==> config.mk <==
export PLATFORM = sky130hd
export DESIGN_NAME = spm_cell
export DESIGN_NICKNAME = d
export VERILOG_FILES = /design/src/spm_pkg.sv /design/src/spm_cell.sv
export SDC_FILE = /design/constraint.sdc
export NUM_CORES = 1
export LEC_CHECK = 0
export BUFFER_PORTS_ARGS = -buffer_cell sky130_fd_sc_hd__buf_2
export CAP_MARGIN = 30
export CORE_ASPECT_RATIO = 0.6
export CORE_UTILIZATION = 46
export CTS_CLUSTER_DIAMETER = 40
export CTS_CLUSTER_SIZE = 8
export DETAILED_ROUTE_END_ITERATION = 8
export GPL_TIMING_DRIVEN = 0
export PLACE_DENSITY = 0.82
export SYNTH_ARGS = -nofsm -noshare
export SYNTH_HDL_FRONTEND = slang
export SYNTH_SLANG_ARGS = --single-unit
==> constraint.sdc <==
create_clock -name clk -period 5.5 [get_ports clk]
set_input_delay 1.1 -clock clk [delete_from_list [all_inputs] [get_ports clk]]
set_output_delay 1.1 -clock clk [all_outputs]
set_load 0.02 [all_outputs]
==> src/spm_pkg.sv <==
// package for the sorted prefix match table: types, sizes and codes
`default_nettype none
package spm_pkg;
  localparam int TableDepth = 256;
  localparam int KeyChars = 8;
  localparam int KeyW = 64;
  localparam int CntW = $clog2(TableDepth + 1);
  localparam int IdxW = $clog2(TableDepth);

  typedef enum logic [1:0] {
    REQ_ADD = 2'd0,
    REQ_REMOVE = 2'd1,
    REQ_LIST = 2'd2,
    REQ_NONE = 2'd3
  } req_e;

  typedef enum logic [2:0] {
    KIND_ADD_OK = 3'd0,
    KIND_ADD_FULL = 3'd1,
    KIND_REMOVED = 3'd2,
    KIND_MATCH = 3'd3,
    KIND_SUMMARY = 3'd4
  } kind_e;

  typedef struct packed {
    logic [1:0] req_type;
    logic [63:0] key;
    logic [3:0] prefix_len;
  } req_t;

  typedef struct packed {
    logic [2:0] kind;
    logic [63:0] match_key;
    logic [8:0] others_count;
    logic last;
  } resp_t;

  // operation broadcast to every cell of the chain
  typedef enum logic [1:0] {
    OP_HOLD = 2'd0,
    OP_INSERT = 2'd1,
    OP_DELETE = 2'd2,
    OP_ROTATE = 2'd3
  } op_e;

  typedef struct packed {
    op_e op;
    logic [KeyW-1:0] key;
  } cell_ctl_t;

  // mask of key bits that belong to the key characters
  function automatic logic [KeyW-1:0] key_mask();
    logic [KeyW-1:0] m;
    m = '0;
    for (int i = 0; i < KeyW; i++) begin
      if (i < 8 * KeyChars) m[i] = 1'b1;
    end
    return m;
  endfunction

  // mask that keeps the first plen characters of a packed key
  function automatic logic [KeyW-1:0] prefix_mask(input logic [3:0] plen);
    logic [KeyW-1:0] m;
    logic [3:0] p;
    m = '0;
    p = (plen > 4'(KeyChars)) ? 4'(KeyChars) : plen;
    for (int i = 0; i < KeyW; i++) begin
      if (i < 8 * KeyChars && i >= 8 * (KeyChars - int'(p))) m[i] = 1'b1;
    end
    return m;
  endfunction
endpackage
`default_nettype wire

==> src/spm_cell.sv <==
// one cell of the sorted chain: holds one key slot and trades with its neighbours
`default_nettype none
module spm_cell (
  input  wire logic                     clk,
  input  wire spm_pkg::cell_ctl_t       ctl,
  input  wire logic                     occ,       // this slot holds a key
  input  wire logic [spm_pkg::KeyW-1:0] left_key,
  input  wire logic                     left_lt,   // left neighbour key below the op key
  input  wire logic [spm_pkg::KeyW-1:0] right_key, // last cell sees cell 0 here
  input  wire logic                     right_occ,
  input  wire logic                     first,
  output logic [spm_pkg::KeyW-1:0]      slot,
  output logic                          lt,        // stored key below op key
  output logic                          eq
);
  import spm_pkg::*;

  logic [KeyW-1:0] slot_next;

  assign lt = occ && (slot < ctl.key);
  assign eq = occ && (slot == ctl.key);

  // insert shifts right from the insertion point, delete shifts left from the hit,
  // rotate moves every key one cell towards cell 0 with wrap-around
  always_comb begin
    slot_next = slot;
    unique case (ctl.op)
      OP_INSERT: begin
        if (!lt) slot_next = (first || left_lt) ? ctl.key : left_key;
      end
      OP_DELETE: begin
        if (!lt && right_occ) slot_next = right_key;
      end
      OP_ROTATE: slot_next = right_key;
      default: slot_next = slot;
    endcase
  end

  always_ff @(posedge clk) begin
    slot <= slot_next;
  end
endmodule
`default_nettype wire

# ---- After elaboration in Yosys (flattened, before gate mapping)
# Index checks and enable logic that the tools add are counted.
dict set report op_classes {
  n_lt_le_gt_ge 1
  eq_ne 6
  n_mux 4
  reduce_logical 7
}
# op count
set ops {}
lappend ops {{$mux 64} 3}
lappend ops {{$pmux 64 s3} 1}
lappend ops {{$eq 64x64->1} 1}
lappend ops {{$lt 64x64->1} 1}
lappend ops {{$eq 2x2->1 const B} 2}
lappend ops {{$ne 2x2->1 const B} 2}
lappend ops {{$logic_and 1x1->1} 3}
lappend ops {{$reduce_and 3->1} 1}
lappend ops {{$reduce_bool 3->1} 1}
lappend ops {{$eq 2x1->1 const B} 1}
lappend ops {{$logic_not 1->1} 1}
lappend ops {{$logic_or 1x1->1} 1}
dict set report word_totals {
  register_bits 64
  in_bits 199
}

# ---- Logic depth before layout (Yosys ltp)
# Gate-level depths: netlist of run 1.
dict set report logic_depth {
  ltp_word 6
  mapped_depth 9
  mapped_depth_nobuf 9
}

# ---- Worst setup path before layout of run 1
# Ideal clock, no wire load.
dict set report synth_path {
  kind {input-to-reg}
  start {input ctl[63] (netlist bit)}
  end {register slot[0] (netlist bit) (enable)}
  arrival_time_ns 4.304
  required_ns 5.061
  slack_ns 0.757
  path_stages 9
  n_path_buf 0
  cell_sequence {inv_1 -> ha_1 -> nand4_2 -> nor4b_4 -> nand4_2 -> nor4_4 -> a2111oi_2 -> and2_4 -> o2bb2ai_2}
}
dict set report synth_via {
  elab_chain_len 6
  elab_cells_between_ends 7
  cone_classes {order compare: 1; eq/ne: 2; reduce/logical: 4}
}
# item line
set synth_rtl {}
lappend synth_rtl {{start, declared} spm_cell.sv:5} ;# input wire spm_pkg::cell_ctl_t ctl,
lappend synth_rtl {{$lt 64x64->1 *} spm_cell.sv:20} ;# assign lt = occ && (slot < ctl.key);
lappend synth_rtl {{$logic_and 1x1->1 *} spm_cell.sv:20}
lappend synth_rtl {{net lt} spm_cell.sv:13} ;# output logic lt,
lappend synth_rtl {{$logic_not 1->1} spm_cell.sv:32} ;# if (!lt && right_occ) slot_next = right_key;
lappend synth_rtl {{$logic_and 1x1->1} spm_cell.sv:32}
lappend synth_rtl {{$ne 2x2->1 (no line)} --}
lappend synth_rtl {{$reduce_and 3->1 (no line) *} --}
lappend synth_rtl {{end signal, assigned} spm_cell.sv:40} ;# slot <= slot_next;
lappend synth_rtl {{end, declared} spm_cell.sv:12} ;# output logic [spm_pkg::KeyW-1:0] slot,
# Mark *: on every way through the listed nets, which the timed path passes. The rest lies on a longest branch.
# A chain may end at the register's enable or synchronous reset.

# ---- Worst setup path in the final report of run 1
dict set report layout_path {
  start {input ctl[27] (netlist bit)}
  end {output lt}
}
dict set report layout_via {
  elab_chain_len 2
}
# item line
set layout_rtl {}
lappend layout_rtl {{$lt 64x64->1} spm_cell.sv:20}
lappend layout_rtl {{$logic_and 1x1->1} spm_cell.sv:20}
lappend layout_rtl {{end, declared} spm_cell.sv:13}
# No other way between the ends.

==> results of run 1 <==
## layer usage
layer	vias up	GRT usage (%)	part of all wire, %
li1	2379	-	-
met3	18	6.05	5.9
met2	177	49.4	51
met5	-	0	0
met4	0	7.87	1.4
met1	2266	31.5	42
## path summary, 6_finish.rpt
path | startpoint | cells after the start | slack [ns] | to
worst min-delay path | right_key[63] | 3 | 1.06 | slot[63]
worst max register to register | slot[62] | 9 | 2.09 | slot[0]
worst max-delay path | ctl[27] | 10 | 1.14 | lt
worst min register to register | slot[15] | 6 | 1.46 | slot[60]
## worst max-delay path: stages
cell and delay (ns):
buf_2 0.09, inv_1 0.04, ha_1 0.32, a21oi_1 0.13
o21ai_0 0.14, a221oi_1 0.32, a31oi_1 0.19, a2111oi_2 0.48
and2_4 0.26, buf_2 0.18
## cell type report
| class | instances | area, sq um | area share [%] |
|---|---|---|---|
| clock inverters | 3 | 12.5 | 0.187 |
| flip-flops and latches | 64 | 1920 | 28.7 |
| multi-input cells | 361 | 2680 | 40.0 |
| inverters | 65 | 244 | 3.64 |
| well taps | 135 | 169 | 2.52 |
| clock buffers | 10 | 229 | 3.42 |
| repair buffers | 265 | 1360 | 20.4 |
| plain buffers | 20 | 82.6 | 1.23 |
## stage by stage
step	power [mW]	setup TNS (ns)	utilization [%]	instance area, sq um	hold slack, ns
finish	1.60	0	66.2	6700	1.06
global route	1.68	0	66.2	6700	1.06
CTS	1.61	0	66.2	6700	1.05
detailed placement	1.12	0	63.8	6460	1.38
global placement	1.09	-37.17	63.2	6400	1.38
floorplan	0.915	0	-	4910	1.29
## power by group through the flow
stage / Sequential [mW] / Combinational [mW] / Clock (mW)
final: 0.637 / 0.480 / 0.487
after global routing: 0.642 / 0.530 / 0.511
after CTS: 0.637 / 0.481 / 0.496
after detailed placement: 0.646 / 0.478 / 0
after global placement: 0.648 / 0.447 / 0
after floorplan: 0.708 / 0.207 / 0
## placed cells by master (no fill, tap or decap), types with 2 or more instances in the layout
cell	n
o21ai_0	73
edfxtp_1	64
mux2i_1	64
buf_2	269
clkinv_1	2
clkbuf_1	15
nor2_1	4
inv_1	65
nor4_4	2
a21oi_1	26
nand4_1	7
a221oi_1	4
nand3_1	6
nand3b_1	2
clkbuf_16	9
ha_1	64
nand2_1	86
nand4_2	2
and4_1	4
## cell families (layout without fill, tap and decap cells)
group	Yosys count	in the layout	share of synthesized area [%]
fa+ha+maj	64	64	16.3
simple gates	121	121	12.4
flops	64	64	39.1
mux	64	64	13.0
buf+inv	85	363	6.64
compound gates	112	112	12.5
==> out/metrics.yaml, run 1 <==
global_route:
  first_global_vias: 4726
  grt_pass1_wl_um: 22500
  grt-ovfl-total: 0
  grt_usage_pct: 26.8
  antenna_found_initial: 1
  grt_start_max_net_pins: 28
timing:
  fin_worst_skew_ns: 0.00573
  period_share_pct: 79.4
  slew_viol_final: 0
  hold_viol: 0
  period_needed_ns: 4.36
  slew_headroom_pct: 50.7
  max_freq_mhz: 229
  worst_pin_slew_ns: 0.738
  fin_ws_ns: 1.14
  setup_violations: 0
  rsz0062_at_grt: "false"
power:
  p_leak_nw: 3.41
  sw_frac_of_total_pct: 31.6
  p_comb_share_pct: 29.9
  powerDensity_nw_per_um2: 239
  seq_power_share_pct: 39.7
  internal_power_mw: 1.10
  peakVddDrop_mv: 0.142
  pwr-share-clk_pct: 30.4
  power_switching_uw: 506
floorplan:
  initial_core_util_pct: 48.5
  pin_count: 265
  fp-row-count: 28
  design.core.area_sq_um: 10100
  die-area_sq_um: 11100
  die_w_um: 135
  die-height_um: 82.1
detailed_routing:
  drtPass1Iterations: 4
  wl_per_cell_um: 16.4
  final_antenna_net_count: 0
  wirelength_um: 15200
  drc: 0
  vias: 4840
  drtIter0Drc: 232
  vias_per_cell: 5.24
synth:
  synth.area.top_cells: "edfxtp_1 39%, ha_1 16%, mux2i_1 13%, o21ai_0 7.4%, nand2_1 6.6%"
  syn_area_sq_um: 4910
  synthTopCellsByCount: "86 x nand2_1, 73 x o21ai_0, 65 x inv_1"
  ys_seq_elements: 64
  synth_cells: 510
  ys.flop_type: "edfxtp_1"
  synth-edff-count: 64
  synthesis.nets: 773
  synth_top_area_share_pct: 39.1
  yosysSeqAreaShare_pct: 39.1
  synth_area_per_cell_sq_um: 9.64
  yosys.cell_count.top_type: "nand2_1"
  synthDistinctLibCells: 34
  yosys_warnings: 0
  synth_top_area_cell: "edfxtp_1"
  async_reset_ff_share_pct: 0
place:
  gp_congestion: 0.866
  portBuffers: 263
  placed_cells: 910
  dp_hpwl_um: 12500
  post-place-ws_ns: 1.15
worst_setup_path:
  cp.required_ns: 4.40
  crit_arrival_ns: 3.26
  endpoint_kind: "output pin"
  critPathMaxFanout: 3
  crit_type: "in -> out"
  crit_path_start_kind: "input pin"
finish:
  fin_cells: 923
  top_regs: "slot x64"
  syn_to_final_growth_pct: 36.4
  fillers: 837
  largest_register: "slot"
  largest_register_ffs: 64
  fin_nets: 1049
  num_antenna_cells: 0
  drive_gt1_share_pct: 37.2
clock_network:
  cts_buffers: 9
  insertion_delay_ns: 0.32
  post-cts-setup-buffers: 0
  clkTransAtPathRegs_ns: 0.05
  post_cts_resized: 0
  cts-htree-levels: 3
  clock_sinks: 64
  cts-root-buf: "clkbuf_16"
  tritoncts: "yes"
  cts_buffer_depth: 2
  cts_hold_buf: 0
outcome:
  status: "finished clean"
run:
  cap_violations: 0
min_path:
  hold_class: "in -> reg"
(Power assumes the default switching activity.)
==> inputs of run 2 (changes only) <==
- clock period: 5.5 -> 4.28 ns (I/O delays scaled with it)
==> run 2 against run 1 <==
Power is 37% higher; routed wire length decreased by 1.4%; clock power rose by 58%; combinational power increased by 28%; cell count is 0.22% higher; register-to-register slack worse by 1.1 ns; final area is 0.90% higher; largest cell class unchanged; die area stayed put.
==> out/metrics.yaml, run 2 (synthesized netlist as in run 1, its figures left out) <==
worst_setup_path:
  cp_cell_sequence: "buf_2, inv_1, ha_1, a21oi_1, o21ai_0, a221oi_1, a31oi_1, a2111oi_2, and2_4, buf_2"
  crit_arrival_ns: 2.92
  critPathLaunch: "ctl[27]"
  crit_slowest_cell: "a2111oi_2"
  crit_family: "compound AO/OA/AOI/OAI gates"
  crit_path_start_kind: "input pin"
  crit_top_cell: "buf_2"
  cp.required_ns: 3.42
  endpoint_kind: "output pin"
  path_buf_inv: 3
  critPathMaxFanout: 3
  crit-reg2reg-launch: "slot[58]"
  max_stage_delay_ns: 0.44
  crit_type: "in -> out"
finish:
  layout_commonest_cell: "buf_2"
  final_cell_mix: "269 x buf_2, 86 x nand2_1, 73 x o21ai_0"
  top_regs: "slot x64"
  syn_to_final_growth_pct: 37.6
  largest_register_ffs: 64
  fin_nets: 1049
  num_antenna_cells: 0
  design_area_sq_um: 6760
  largest_register: "slot"
  multi_input_area_sq_um: 2680
  ff_latch_area_sq_um: 1920
  drive_gt1_share_pct: 37.3
  fillers: 826
timing:
  slew_headroom_pct: 53.2
  setup_violations: 0
  period_needed_ns: 3.77
  fin_worst_skew_ns: 0.00820
  setup_tns_ns: 0
  max_freq_mhz: 265
  rsz0062_at_grt: "false"
  hold_viol: 0
  worst_pin_slew_ns: 0.701
  slew_viol_final: 0
  period_share_pct: 88.2
clock_network:
  post_cts_resized: 0
  tritoncts: "yes"
  cts_buffers: 9
  cts_buffer_depth: 2
  cts_hold_buf: 0
  cts-htree-levels: 3
  insertion_delay_ns: 0.33
  cts-root-buf: "clkbuf_16"
  clkTransAtPathRegs_ns: 0.06
  clock_sinks: 64
  post-cts-setup-buffers: 0
global_route:
  grt_start_max_net_pins: 29
  antenna_found_initial: 0
  first_global_vias: 4681
  grt_pass1_wl_um: 21700
  grt_usage_pct: 25.8
  grt-ovfl-total: 0
min_path:
  hold_start: "right_key[38]"
  hold_class: "in -> reg"
power:
  powerDensity_nw_per_um2: 325
  p_leak_nw: 3.44
  peakVddDrop_mv: 0.194
  power_mw: 2.20
  pwr-share-clk_pct: 34.9
  power_switching_uw: 662
  sw_frac_of_total_pct: 30.1
  internal_power_mw: 1.53
  p_comb_share_pct: 27.8
  seq_power_share_pct: 37.2
detailed_routing:
  vias_per_cell: 5.32
  drtPass1Iterations: 5
  drc: 0
  vias: 4919
  final_antenna_net_count: 0
  wirelength_um: 15000
  wl_per_cell_um: 16.2
  drtIter0Drc: 145
floorplan:
  design.core.area_sq_um: 10100
  die-area_sq_um: 11100
  initial_core_util_pct: 48.5
  die_w_um: 135
  pin_count: 265
  die-height_um: 82.1
  fp-row-count: 28
run:
  cap_violations: 0
place:
  portBuffers: 263
  place_area_sq_um: 6460
  dp_hpwl_um: 12400
  gp_congestion: 0.908
outcome:
  status: "finished clean"
-- run 2: changes by cell type in the layout (fill, tap and decap cells not counted), sizes merged --
cell | before | now
bufinv | 0 | 2
-- run 2: worst paths after layout --
path	slack, ns	cells after the start	to
setup / recovery	0.51	10	lt
hold / removal	0.80	3	slot[38]
setup reg to reg	1.03	9	slot[31]
hold reg to reg	1.46	6	slot[63]
-- run 2: metal layers --
metal | part of all wire (%) | track usage (%)
met1 | 42 | 30.4
met2 | 50 | 47.7
met5 | 0 | 0
met3 | 6.2 | 4.88
met4 | 1.5 | 8.88
-- run 2: cell type report --
cell class / count / share of cell area [%]
multi-input combinational: 361 / 39.6
clock inverter: 5 / 1.07
buffer: 20 / 1.22
timing repair buffer: 265 / 20.2
sequential: 64 / 28.4
clock buffer: 10 / 3.39
tap: 135 / 2.50
inverter: 65 / 3.61
-- run 2: worst register-to-register path: cells and delay by family, from the launching register on --
family	cells	cell delay, ns
and+or+nand+nor	5	1.22
AOI/OAI and AO/OA	2	0.69
DFF	1	0.42
buffers and inverters	1	0.28
adders and majority gates	1	0.34
-- run 2: power groups by stage --
stage	Sequential [mW]	Combinational, mW	Clock [mW]
2_1_floorplan	0.908	0.268	0
3_3_place_gp	0.829	0.576	0
3_5_place_dp	0.830	0.610	0
4_1_cts	0.818	0.614	0.775
5_1_grt	0.825	0.672	0.798
6_report	0.818	0.612	0.768
-- run 2: through the flow --
stage          hold slack, ns  worst slack [ns]  util, %  cells
2_1_floorplan            1.05             0.543        -    510
3_3_place_gp             1.14            -0.289     63.3    908
3_5_place_dp             1.14             0.399     63.8    910
4_1_cts                 0.791             0.491     66.8    925
5_1_grt                 0.803             0.358     66.8    925
6_report                0.804             0.507     66.8    925
==> inputs of run 3 (changes only) <==
- BUFFER_PORTS_ARGS: -buffer_cell sky130_fd_sc_hd__buf_2 -> -buffer_cell sky130_fd_sc_hd__clkbuf_2
==> run 3 against run 2 <==
Worst setup slack lost 0.025 ns; utilization grew 0.11 points; register-to-register slack lost 0.02 ns; first-iteration DRC count grew 52%; routed wire length grew 1.2%; final area grew 0.17%; clock skew shrank 0.0020 ns; fmax shrank 0.65%; largest power group unchanged.
==> out/metrics.yaml, run 3 (synthesized netlist as in run 1, its figures left out) <==
finish:
  top_regs: "slot x64"
  layout_commonest_cell: "clkbuf_2"
  syn_to_final_growth_pct: 37.8
  final_cell_mix: "263 x clkbuf_2, 86 x nand2_1, 73 x o21ai_0"
  largest_register_ffs: 64
  num_antenna_cells: 0
  drive_gt1_share_pct: 37.5
  largest_register: "slot"
  fin_nets: 1049
clock_network:
  cts_buffers: 9
  tritoncts: "yes"
  clkTransAtPathRegs_ns: 0.05
  post_cts_resized: 0
  cts_buffer_depth: 2
  post-cts-setup-buffers: 0
  clock_sinks: 64
  cts_hold_buf: 0
  insertion_delay_ns: 0.33
  cts-htree-levels: 3
  cts-root-buf: "clkbuf_16"
worst_setup_path:
  crit_path_start_kind: "input pin"
  r2r_setup_slack_ns: 1.01
  crit_slowest_cell: "a2111oi_2"
  max_stage_delay_ns: 0.45
  critPathMaxFanout: 3
  crit_arrival_ns: 2.94
  crit_top_cell: "clkbuf_2"
  path_buf_inv: 3
  endpoint_kind: "output pin"
  cp_cell_sequence: "clkbuf_2, inv_1, ha_1, a21oi_1, o21ai_0, a221oi_1, a31oi_1, a2111oi_2, and2_4, clkbuf_2"
  crit_type: "in -> out"
  crit_family: "compound AO/OA/AOI/OAI gates"
  cp.required_ns: 3.42
place:
  dp_hpwl_um: 12500
  portBuffers: 263
  gp_congestion: 0.902
  post-place-ws_ns: 0.383
detailed_routing:
  drc: 0
  final_antenna_net_count: 0
  vias_per_cell: 5.28
  wirelength_um: 15200
  wl_per_cell_um: 16.4
  vias: 4887
  drtPass1Iterations: 7
  drtIter0Drc: 220
timing:
  rsz0062_at_grt: "false"
  setup_violations: 0
  worst_pin_slew_ns: 0.726
  slew_viol_final: 0
  hold_viol: 0
  max_freq_mhz: 263
  period_share_pct: 88.7
  fin_ws_ns: 0.482
  slew_headroom_pct: 51.6
  fin_worst_skew_ns: 0.00617
  period_needed_ns: 3.80
power:
  power_mw: 2.21
  peakVddDrop_mv: 0.201
  powerDensity_nw_per_um2: 326
  p_leak_nw: 3.49
global_route:
  first_global_vias: 4721
  grt_start_max_net_pins: 29
  antenna_found_initial: 0
  grt_pass1_wl_um: 22100
  grt_usage_pct: 26.5
  grt-ovfl-total: 0
floorplan:
  die_w_um: 135
  fp-row-count: 28
  design.core.area_sq_um: 10100
  die-height_um: 82.1
  die-area_sq_um: 11100
  pin_count: 265
  initial_core_util_pct: 48.5
run:
  cap_violations: 0
min_path:
  hold_class: "in -> reg"
outcome:
  status: "finished clean"
## run 3: area by class of cell
cell class / count / area [sq um]
multi-input cells: 361 / 2680
fillers: 847 / 3350
clock buffers: 10 / 229
repair buffers: 265 / 1360
plain buffers: 20 / 82.6
well taps: 135 / 169
flip-flops and latches: 64 / 1920
clock inverters: 6 / 83.8
inverters: 65 / 244
## run 3: worst min-delay path: stages
cell,delay [ns]
clkbuf_2,0.07
nand2_1,0.04
o21ai_0,0.05
## run 3: report_power, final
part           leakage (nW)  internal [mW]  switching (mW)
sequential            0.638          0.780          0.0401
clock                 0.146          0.507           0.268
combinational          2.71          0.252           0.362
total                  3.49           1.54           0.670
## run 3: metrics by stage
step,setup TNS [ns],area [sq um],cells,utilization (%),hold slack [ns]
after floorplan,0,4930,510,-,1.05
after global placement,-18.63,6410,908,63.3,1.14
after detailed placement,0,6460,910,63.8,1.14
after CTS,0,6770,926,66.9,0.794
after global routing,0,6770,926,66.9,0.800
final,0,6770,926,66.9,0.807
## run 3: path summary, 6_finish.rpt
check / cells past startpoint / start / endpoint
worst min register to register: 6 / slot[15] / slot[63]
worst max register to register: 9 / slot[58] / slot[30]
worst min-delay path: 3 / right_key[34] / slot[34]
worst max-delay path: 10 / ctl[27] / lt
## run 3: metal layers
metal	vias up	routed length, um	global-route usage, %
met5	-	0	0
met4	0	123	6.63
met3	13	904	5.74
met2	206	7820	49.4
met1	2284	6300	31.1
li1	2384	-	-
